<file path="src/rtl/text_bitmap_cell_pixel_generator_top_assert.svh">
// -----------------------------------------------------------------------------
// Assertion macros for the character cell pixel generator
// Immediate-implication and next-cycle-implication checks, clocked and reset
// gated. They collapse to nothing when SYNTHESIS is defined.
// -----------------------------------------------------------------------------
`ifndef TEXT_BITMAP_CELL_PIXEL_GENERATOR_TOP_ASSERT_SVH
`define TEXT_BITMAP_CELL_PIXEL_GENERATOR_TOP_ASSERT_SVH

`ifndef SYNTHESIS
`define TBCPG_ASSERT_SAME(label, clk, rst, ante, cons, msg) \
   label: assert property (@(posedge clk) disable iff (rst) (ante) |-> (cons)) \
      else $error(msg);
`define TBCPG_ASSERT_NEXT(label, clk, rst, ante, cons, msg) \
   label: assert property (@(posedge clk) disable iff (rst) (ante) |=> (cons)) \
      else $error(msg);
`else
`define TBCPG_ASSERT_SAME(label, clk, rst, ante, cons, msg)
`define TBCPG_ASSERT_NEXT(label, clk, rst, ante, cons, msg)
`endif

`endif

</file>
<file path="src/rtl/tbcpg_pkg.sv">
// -----------------------------------------------------------------------------
// tbcpg_pkg
// Shared types and constants of the character cell pixel generator.
// -----------------------------------------------------------------------------
`timescale 1ns / 1ps
`default_nettype none

package tbcpg_pkg;

   localparam int PIXEL_COUNT   = 8;
   localparam int PIXEL_WIDTH   = 4;
   localparam int WORD_WIDTH    = PIXEL_COUNT * PIXEL_WIDTH;
   localparam int CODE_WIDTH    = 8;
   localparam int PATTERN_WIDTH = 8;
   localparam int REQ_WIDTH     = 24;   // 20 field bits padded to whole bytes
   localparam int CSR_IDX_WIDTH = 3;
   localparam int CSR_DAT_WIDTH = 4;

   typedef logic [PIXEL_WIDTH-1:0]   color_type;
   typedef logic [CODE_WIDTH-1:0]    code_type;
   typedef logic [PATTERN_WIDTH-1:0] pattern_type;
   typedef logic [WORD_WIDTH-1:0]    word_type;

   typedef enum logic [CSR_IDX_WIDTH-1:0] {
      CSR_DISPLAY_ENABLE = 3'd0,
      CSR_EXTENDED_COLOR = 3'd1,
      CSR_BITMAP_MODE    = 3'd2,
      CSR_MULTICOLOR     = 3'd3,
      CSR_BACKGROUND_0   = 3'd4,
      CSR_BACKGROUND_1   = 3'd5,
      CSR_BACKGROUND_2   = 3'd6,
      CSR_BACKGROUND_3   = 3'd7
   } csr_index_type;

   typedef struct packed {
      logic      display_enable;
      logic      extended_color_mode;
      logic      bitmap_mode;
      logic      multicolor_mode;
      color_type background_color_0;
      color_type background_color_1;
      color_type background_color_2;
      color_type background_color_3;
   } cfg_type;

   typedef struct packed {
      code_type    screen_code;
      color_type   color_nibble;
      pattern_type pattern_byte;
   } cell_type;

endpackage

`default_nettype wire

</file>
<file path="src/rtl/text_bitmap_cell_pixel_generator_top.sv">
// -----------------------------------------------------------------------------
// text_bitmap_cell_pixel_generator_top
// Turns one character cell per transaction into eight 4-bit pixel colors.
// -----------------------------------------------------------------------------
// Channel | Direction | Payload (low bit first)                     | Role
// req_*   | in        | screen_code[7:0] color_nibble[11:8]
//         |           | pattern_byte[19:12], zero pad [23:20]       | one cell
// rsp_*   | out       | pixel_word[31:0], leftmost pixel in [31:28] | pixels
// csr_*   | in        | csr_index[2:0] register, csr_data[3:0]      | config
//
// Accepting a cell loads it into the input register; its render moves into
// the result register once that register has room, and rsp_tvalid then
// rises. A new cell is accepted every cycle while rsp_tready keeps up.
// Reset is synchronous, clears both valid flags and all mode registers.
// A stalled rsp holds the result; the input register still takes one more
// cell, and only then does req_tready drop.
// With display_enable low, cells are consumed and produce no transaction.
// -----------------------------------------------------------------------------
`timescale 1ns / 1ps
`default_nettype none
`include "text_bitmap_cell_pixel_generator_top_assert.svh"

module text_bitmap_cell_pixel_generator_top (
   input  wire logic                                  clock,
   input  wire logic                                  reset,
   // cell input
   input  wire logic                                  req_tvalid,
   output      logic                                  req_tready,
   // [7:0] screen_code, [11:8] color_nibble, [19:12] pattern_byte, [23:20] 0
   input  wire logic [tbcpg_pkg::REQ_WIDTH-1:0]       req_tdata,
   // pixel output
   output      logic                                  rsp_tvalid,
   input  wire logic                                  rsp_tready,
   // [31:0] pixel_word
   output      logic [tbcpg_pkg::WORD_WIDTH-1:0]      rsp_tdata,
   // configuration writes
   input  wire logic                                  csr_valid,
   output      logic                                  csr_ready,
   input  wire logic [tbcpg_pkg::CSR_IDX_WIDTH-1:0]   csr_index,
   input  wire logic [tbcpg_pkg::CSR_DAT_WIDTH-1:0]   csr_data
);
   import tbcpg_pkg::*;

   cfg_type  cfg;
   cell_type cell_ff;
   cell_type cell_in;
   logic     cell_vld_ff;
   logic     cell_vld_in;
   logic     rsp_vld_ff;
   logic     rsp_vld_in;
   word_type rsp_word_ff;
   word_type rsp_word_in;
   word_type render_word;
   logic     out_space;
   logic     cell_fire;
   logic     req_fire;

   // Register writes are always taken.
   assign csr_ready = 1'b1;

   tbcpg_csr u_csr (
      .clock     (clock),
      .reset     (reset),
      .csr_valid (csr_valid),
      .csr_index (csr_index),
      .csr_data  (csr_data),
      .cfg       (cfg)
   );

   // Result register frees up when empty or being drained this cycle.
   assign out_space  = !rsp_vld_ff || rsp_tready;
   assign cell_fire  = cell_vld_ff && out_space;
   assign req_tready = !cell_vld_ff || out_space;
   assign req_fire   = req_tvalid && req_tready;

   // Unpack the cell fields, drop the pad bits.
   always_comb begin
      cell_in              = cell_ff;
      cell_in.screen_code  = req_tdata[7:0];
      cell_in.color_nibble = req_tdata[11:8];
      cell_in.pattern_byte = req_tdata[19:12];
   end

   // Hold the cell while the result side is stalled; advance otherwise.
   assign cell_vld_in = req_fire || (cell_vld_ff && !out_space);

   tbcpg_render u_render (
      .cfg        (cfg),
      .cur_cell   (cell_ff),
      .pixel_word (render_word)
   );

   // A cell leaving with the display off is dropped without a result.
   always_comb begin
      rsp_vld_in  = rsp_vld_ff && !rsp_tready;
      rsp_word_in = rsp_word_ff;
      if (cell_fire) begin
         rsp_vld_in  = cfg.display_enable;
         rsp_word_in = render_word;
      end
   end

   always_ff @(posedge clock) begin
      if (reset) begin
         cell_vld_ff <= 1'b0;
         rsp_vld_ff  <= 1'b0;
      end else begin
         cell_vld_ff <= cell_vld_in;
         rsp_vld_ff  <= rsp_vld_in;
      end
   end

   always_ff @(posedge clock) begin
      if (req_fire) begin
         cell_ff <= cell_in;
      end
      rsp_word_ff <= rsp_word_in;
   end

   assign rsp_tvalid = rsp_vld_ff;
   assign rsp_tdata  = rsp_word_ff;

   // A cell leaving with display on shows up next cycle with its render.
   `TBCPG_ASSERT_NEXT(a_render_lands, clock, reset, cell_fire && cfg.display_enable, rsp_vld_ff && rsp_word_ff == $past(render_word), "rendered cell did not land in result register")
   // Display off drops the cell.
   `TBCPG_ASSERT_NEXT(a_drop_when_off, clock, reset, cell_fire && !cfg.display_enable, !rsp_vld_ff, "result produced with display off")
   // No result appears from an empty pipeline.
   `TBCPG_ASSERT_NEXT(a_no_invented, clock, reset, !cell_vld_ff && !rsp_vld_ff, !rsp_vld_ff, "result appeared without a cell")
   // The input side only stalls when both stages are occupied.
   `TBCPG_ASSERT_SAME(a_stall_full, clock, reset, !req_tready, cell_vld_ff && rsp_vld_ff && !rsp_tready, "input stalled with room in the pipeline")

endmodule

`default_nettype wire

</file>
<file path="src/rtl/tbcpg_csr.sv">
// -----------------------------------------------------------------------------
// tbcpg_csr
// Mode and background color registers, written over the csr channel.
// -----------------------------------------------------------------------------
`timescale 1ns / 1ps
`default_nettype none

module tbcpg_csr (
   input  wire logic                                  clock,
   input  wire logic                                  reset,
   input  wire logic                                  csr_valid,
   input  wire logic [tbcpg_pkg::CSR_IDX_WIDTH-1:0]   csr_index,
   input  wire logic [tbcpg_pkg::CSR_DAT_WIDTH-1:0]   csr_data,
   output tbcpg_pkg::cfg_type                         cfg
);
   import tbcpg_pkg::*;

   cfg_type cfg_ff;
   cfg_type cfg_in;

   always_comb begin
      cfg_in = cfg_ff;
      if (csr_valid) begin
         unique case (csr_index_type'(csr_index))
            CSR_DISPLAY_ENABLE: cfg_in.display_enable      = csr_data[0];
            CSR_EXTENDED_COLOR: cfg_in.extended_color_mode = csr_data[0];
            CSR_BITMAP_MODE:    cfg_in.bitmap_mode         = csr_data[0];
            CSR_MULTICOLOR:     cfg_in.multicolor_mode     = csr_data[0];
            CSR_BACKGROUND_0:   cfg_in.background_color_0  = csr_data;
            CSR_BACKGROUND_1:   cfg_in.background_color_1  = csr_data;
            CSR_BACKGROUND_2:   cfg_in.background_color_2  = csr_data;
            CSR_BACKGROUND_3:   cfg_in.background_color_3  = csr_data;
            default:            cfg_in = cfg_ff;
         endcase
      end
   end

   always_ff @(posedge clock) begin
      if (reset) begin
         cfg_ff <= '0;
      end else begin
         cfg_ff <= cfg_in;
      end
   end

   assign cfg = cfg_ff;

endmodule

`default_nettype wire

</file>
<file path="src/rtl/tbcpg_render.sv">
// -----------------------------------------------------------------------------
// tbcpg_render
// Mode decode, palette selection and pixel expansion for one cell.
// -----------------------------------------------------------------------------
`timescale 1ns / 1ps
`default_nettype none

module tbcpg_render (
   input  wire tbcpg_pkg::cfg_type   cfg,
   input  wire tbcpg_pkg::cell_type  cur_cell,
   output tbcpg_pkg::word_type       pixel_word
);
   import tbcpg_pkg::*;

   logic      multi;
   color_type fg;
   color_type bg;
   color_type pal [4];
   color_type bgs [4];
   color_type hi;
   color_type lo;

   assign hi = cur_cell.screen_code[CODE_WIDTH-1 -: PIXEL_WIDTH];
   assign lo = cur_cell.screen_code[PIXEL_WIDTH-1:0];

   assign bgs[0] = cfg.background_color_0;
   assign bgs[1] = cfg.background_color_1;
   assign bgs[2] = cfg.background_color_2;
   assign bgs[3] = cfg.background_color_3;

   // Pick hires or pair rendering and its colors.
   always_comb begin
      multi  = 1'b0;
      fg     = cur_cell.color_nibble;
      bg     = cfg.background_color_0;
      pal[0] = cfg.background_color_0;
      pal[1] = cfg.background_color_1;
      pal[2] = cfg.background_color_2;
      pal[3] = cur_cell.color_nibble;
      priority if (!cfg.bitmap_mode && cfg.extended_color_mode) begin
         bg = bgs[cur_cell.screen_code[CODE_WIDTH-1 -: 2]];
      end else if (!cfg.bitmap_mode) begin
         // pair mode only for cells whose color has bit 3 set
         multi = cfg.multicolor_mode && cur_cell.color_nibble[PIXEL_WIDTH-1];
      end else if (cfg.multicolor_mode) begin
         multi  = 1'b1;
         pal[1] = hi;
         pal[2] = lo;
      end else begin
         fg = hi;
         bg = lo;
      end
   end

   // Expand: pixel p sits at bits 4p+3..4p, pattern bit 7 leftmost.
   always_comb begin
      pixel_word = '0;
      for (int p = 0; p < PIXEL_COUNT; p++) begin
         if (multi) begin
            pixel_word[p*PIXEL_WIDTH +: PIXEL_WIDTH] =
               pal[cur_cell.pattern_byte[(p >> 1)*2 +: 2]];
         end else begin
            pixel_word[p*PIXEL_WIDTH +: PIXEL_WIDTH] =
               cur_cell.pattern_byte[p] ? fg : bg;
         end
      end
   end

endmodule

`default_nettype wire

</file>
<file path="config.mk">
export PLATFORM = sky130hd
export DESIGN_NAME = text_bitmap_cell_pixel_generator_top
export DESIGN_NICKNAME = d
export VERILOG_FILES = /design/src/rtl/tbcpg_pkg.sv /design/src/rtl/text_bitmap_cell_pixel_generator_top.sv /design/src/rtl/tbcpg_csr.sv /design/src/rtl/tbcpg_render.sv
export VERILOG_INCLUDE_DIRS = /design/src /design/src/rtl
export SDC_FILE = /design/constraint.sdc
export NUM_CORES = 1
export LEC_CHECK = 0
export ABC_CLOCK_PERIOD_IN_PS = 8430
export BUFFER_PORTS_ARGS = -buffer_cell sky130_fd_sc_hd__buf_2
export CAP_MARGIN = 25
export CORE_MARGIN = 2
export CORE_UTILIZATION = 28
export CTS_CLUSTER_SIZE = 8
export DETAILED_ROUTE_END_ITERATION = 16
export PLACE_DENSITY = 0.44
export SLEW_MARGIN = 10
export SYNTH_ARGS = -nofsm -noshare
export SYNTH_HDL_FRONTEND = slang
export SYNTH_SLANG_ARGS = --single-unit
</file>
<file path="constraint.sdc">
create_clock -name clock -period 8.43 [get_ports clock]
set_clock_uncertainty 0.15 [all_clocks]
set_input_delay 2.529 -clock clock [delete_from_list [all_inputs] [get_ports clock]]
set_output_delay 2.529 -clock clock [all_outputs]
set_load 0.01 [all_outputs]
</file>
# Yosys cells after proc, flatten, opt, wreduce, memory -nomap -nowiden
# Index checks and enable logic that the tools add are counted.
dict set report totals {
  ff_bits 74
  latch_bits 0
  ram_bits 0
  rom_bits 0
  inputBits 36
  output_inout_bits 35
  word_cells 98
  mem_count 0
}
dict set report classes {
  n_addsub 0
  mul 0
  div_mod_pow 0
  order_cmp 5
  eq_ne 7
  n_shift 0
  mux 44
  bitwise_logic 5
  reduce_logical 23
}
# op count
set op_table {}
lappend op_table {{$mux 4} 32}
lappend op_table {{$bmux 4 s2} 5}
lappend op_table {{$mux 8} 3}
lappend op_table {{$reduce_and 2->1} 8}
lappend op_table {{$ge 3x3->1 const B} 5}
lappend op_table {{$not 2->3} 5}
lappend op_table {{$eq 3x3->1 const B} 4}
lappend op_table {{$eq 3x2->1 const B} 2}
lappend op_table {{$logic_and 1x1->1} 6}
lappend op_table {{$logic_not 1->1} 5}
lappend op_table {{$mux 1} 4}
lappend op_table {{$eq 3x1->1 const B} 1}
lappend op_table {{$logic_not 3->1} 1}
lappend op_table {{$logic_or 1x1->1} 3}

# Longest topological paths before layout
dict set report logic_depth {
  word_depth 7
  ltp_mapped 6
}

# Cells and area by module
# A second synthesis with hierarchy kept.
dict set report unflattened {
  hier_cells 398
  area_unflattened_um2 4356.7
}
# mod instances cells_each area_each_um2
set modules_own_cells {}
lappend modules_own_cells {tbcpg_render 1 254 1783.0}
lappend modules_own_cells {text_bitmap_cell_pixel_generator_top 1 64 1676.6}
lappend modules_own_cells {tbcpg_csr 1 80 897.1}

# Worst setup path after synthesis
# OpenSTA, ideal clock, no wires.
dict set report synth_timing {
  path_type {in2out}
  start {input port rsp_tready}
  end {output port req_tready}
  t_arrival_ns 2.847
  required_ns 5.751
  slack_ns 2.904
  stages 2
  path_buffers 0
  path_cell_list {nor2b_1 > nand2_1}
}
dict set report synth_via {
  elab_chain_len 2
}
# element line_no
set synth_lines {}
lappend synth_lines {{start, declared} text_bitmap_cell_pixel_generator_top.sv:33} ;# input wire logic rsp_tready,
lappend synth_lines {{$logic_or 1x1->1} text_bitmap_cell_pixel_generator_top.sv:71} ;# assign out_space = !rsp_vld_ff || rsp_tready;
lappend synth_lines {{$logic_or 1x1->1} text_bitmap_cell_pixel_generator_top.sv:73} ;# assign req_tready = !cell_vld_ff || out_space;
lappend synth_lines {{end, declared} text_bitmap_cell_pixel_generator_top.sv:28} ;# output logic req_tready,
# No other way between the ends.

# Worst setup path in the final report
# Same ends and word-level chain as after synthesis.

==> flow_summary.json <==
{
  "nets": 480,
  "vdd_drop_max_mv": 0.07603,
  "synth_cell_types": 42,
  "cts_buffers": 9,
  "initial_utilization_pct": 28.88,
  "hold_path.class": "reg -> reg",
  "syn_inst": 396,
  "period_minus_slack_ns": 5.852,
  "routedWlPerCell_um": 18.69,
  "status": "finished clean",
  "grt_pass1_wl_mm": 18.73,
  "clk_path_buf_depth": 2,
  "num_vias": 3320,
  "drc": 0,
  "grt_max_degree": 33,
  "cp_cell_sequence": "buf_2, nor2b_1, nand2_1, buf_2",
  "nFillCells": 1495,
  "holdWs_ns": 0.3594,
  "cts_sinks": 74,
  "synth_area_leader_cell": "edfxtp_1",
  "p_per_area_nw_per_um2": 182.1,
  "die_h_um": 126.9,
  "grt-ovfl-total": 0,
  "cts_tree": "done",
  "required_ns": 5.75,
  "htree_num_levels": 3,
  "path_delay_family": "simple AND/OR/NAND/NOR gates",
  "crit_buf_inv": 2,
  "netlist_area_um2": 4229,
  "synth_nets": 432,
  "hold_violations": 0,
  "fmax_ghz": 0.1709,
  "power.leakage_nw": 2.042,
  "rsz0062_at_grt": "false",
  "crit_type": "in -> out",
  "cts_setup_buffers": 0,
  "worst_path_max_delay_cell": "nor2b_1",
  "clk_latency_ns": 0.34,
  "antenna_found_initial": 0,
  "dr.first_iter.drc_count": 244,
  "cts-root-buf": "clkbuf_16",
  "crit_path_start_kind": "primary input",
  "ys_warn_count": 0,
  "io-pin-count": 71,
  "synthTopCellsByArea": "edfxtp_1 37%, dfxtp_1 10%, a21o_1 7.8%, mux2i_1 7.3%, o21ba_2 3.8%",
  "ys_seq_area_share_pct": 47.34,
  "cp.arrival_ns": 3.17,
  "grt.total_usage_pct": 15.22,
  "slowest_delay_ns": 0.28,
  "io_buffers": 65,
  "hpwl_mm": 8.119,
  "dieArea_um2": 16100,
  "finalWirelength_mm": 11.83,
  "synth_top_area_share_pct": 36.92,
  "clkSlewWorstSetupHoldPaths_ns": 0.05,
  "synth_flop_cell": "edfxtp_1",
  "die_x_um": 126.9,
  "viasPerCell": 5.245,
  "crit_path_end_kind": "output pin",
  "postRouteAntennaNets": 0,
  "fin_tns_setup_ns": 0,
  "rows": 44,
  "worst_path_most_repeated_cell": "buf_2",
  "area_delta_synth_final_pct": 17.66,
  "critPathMaxFanout": 4,
  "relSlewSlack_pct": 41.76,
  "globalplace.congestion": 0.8220,
  "core_um2": 14640,
  "finalSetupViolCount": 0,
  "synthArstFlopShare_pct": 0,
  "synth_seq_cells": 74,
  "syn_area_per_cell_um2": 10.68,
  "ctsResizeCount": 0,
  "diodes": 0,
  "dr.pass1.iters": 4,
  "slew_viol_final": 0,
  "synth_edf_count": 52,
  "cap_violations": 0,
  "cts_hold_buf": 0,
  "worstMarginPinSlew_ns": 0.8718,
  "post-route-period-util_pct": 69.42,
  "drive_above_1_share_pct": 24.05,
  "grt_pass1_vias": 3223
}
[sequential cells by signal, summed over array words and instances, names as in the netlist]
name	flops
cell_ff	20
rsp_tdata	32
rsp_tvalid	1
cell_vld_ff	1
u_csr.cfg	20
[cell usage in the layout (no fill, tap or decap), types with 5 or more instances in the layout]
cell type  count
buf_2         65
edfxtp_1      52
a21o_1        44
mux2i_1       31
o21ai_1       25
nor4_1        24
nor2_1        22
dfxtp_1       22
nand2b_1      17
o21ba_2       16
o31ai_1       16
a21oi_1       14
o311ai_0      12
clkbuf_16      9
and3_1         8
a21boi_0       7
inv_1          6
nand3b_1       5
clkbuf_1       5
[kinds of logic (layout without fill, tap and decap cells)]
group	count (synthesis)	in the layout	synth area share [%]
AO/OA/AOI/OAI	150	150	27.01
buffers and inverters	38	91	4.024
flip-flops	74	74	47.34
multiplexers	32	32	7.663
other	1	1	0.08867
AND/OR/NAND/NOR	101	101	13.88
[layer usage]
metal	global-route usage (%)	vias to the layer above	wire length, µm
met1	21.38	1575	5799
met2	21.92	100	5060
met5	0	-	0
met4	6.399	0	221
met3	4.260	20	750
li1	-	1625	-
[layout make-up]
type | count | area [µm²] | share of cell area (%)
clock buffer | 16 | 271.5 | 5.456
multi-input combinational | 284 | 2063 | 41.46
sequential | 74 | 2002 | 40.23
inverter | 6 | 22.52 | 0.4526
tap | 184 | 230.2 | 4.627
timing repair buffer | 69 | 386.6 | 7.770
[worst paths after layout]
kind	end	depth (start not counted)	slack [ns]	startpoint
max	req_tready	4	2.58	rsp_tready
min	rsp_tvalid$_SDFF_PP0_	2	0.36	u_csr.cfg[19]$_SDFFE_PP0P_
max reg2reg	rsp_tdata[18]$_DFFE_PP_	4	5.35	u_csr.cfg[17]$_SDFFE_PP0P_
min reg2reg	rsp_tvalid$_SDFF_PP0_	2	0.36	u_csr.cfg[19]$_SDFFE_PP0P_
[report_power, final]
part | total, mW | switching [mW] | internal, mW | leakage (nW)
Sequential | 0.445 | 0.0307 | 0.414 | 0.679
Clock | 0.351 | 0.135 | 0.216 | 0.131
Combinational | 0.110 | 0.0546 | 0.0553 | 1.23
[per-stage QoR]
stage	power, mW	worst slack (ns)	util, %	std cells	area (µm²)
after floorplan	0.5198	2.904	-	396	4229
after global placement	0.5594	2.595	31.76	614	4651
after detailed placement	0.5618	2.571	32.13	617	4705
after CTS	0.9195	2.566	33.98	633	4976
after global routing	0.9464	2.484	33.98	633	4976
final	0.9060	2.578	33.98	633	4976
[synth_stat cells, types with 2 or more instances]
library cell and count:
buf_1 5, a21boi_0 7, inv_1 6, o311ai_0 12, a21boi_2 3, o31ai_1 16
o21ai_1 25, nor4_1 24, nor2_1 22, and3_1 8, nand4b_1 2, dfxtp_1 22
buf_2 13, clkbuf_1 11, nor2b_1 4, nand2_1 4, and2_1 3, nor3b_1 2
a21oi_1 15, o21ba_2 16, nand3_1 4, edfxtp_1 52, o311ai_1 4, nand3b_1 5
o22ai_4 3, a21o_1 44, nand2b_1 17, buf_4 3, mux2i_1 31
[worst reg2reg max path: cells and delay by family, from the launching register on]
kind	cells	cell delay [ns]
flip-flops	1	0.88
multiplexers	1	0.70
AND/OR/NAND/NOR	1	0.80
AO/OA/AOI/OAI	2	0.29
No activity file was read; power rests on OpenSTA's default activity.
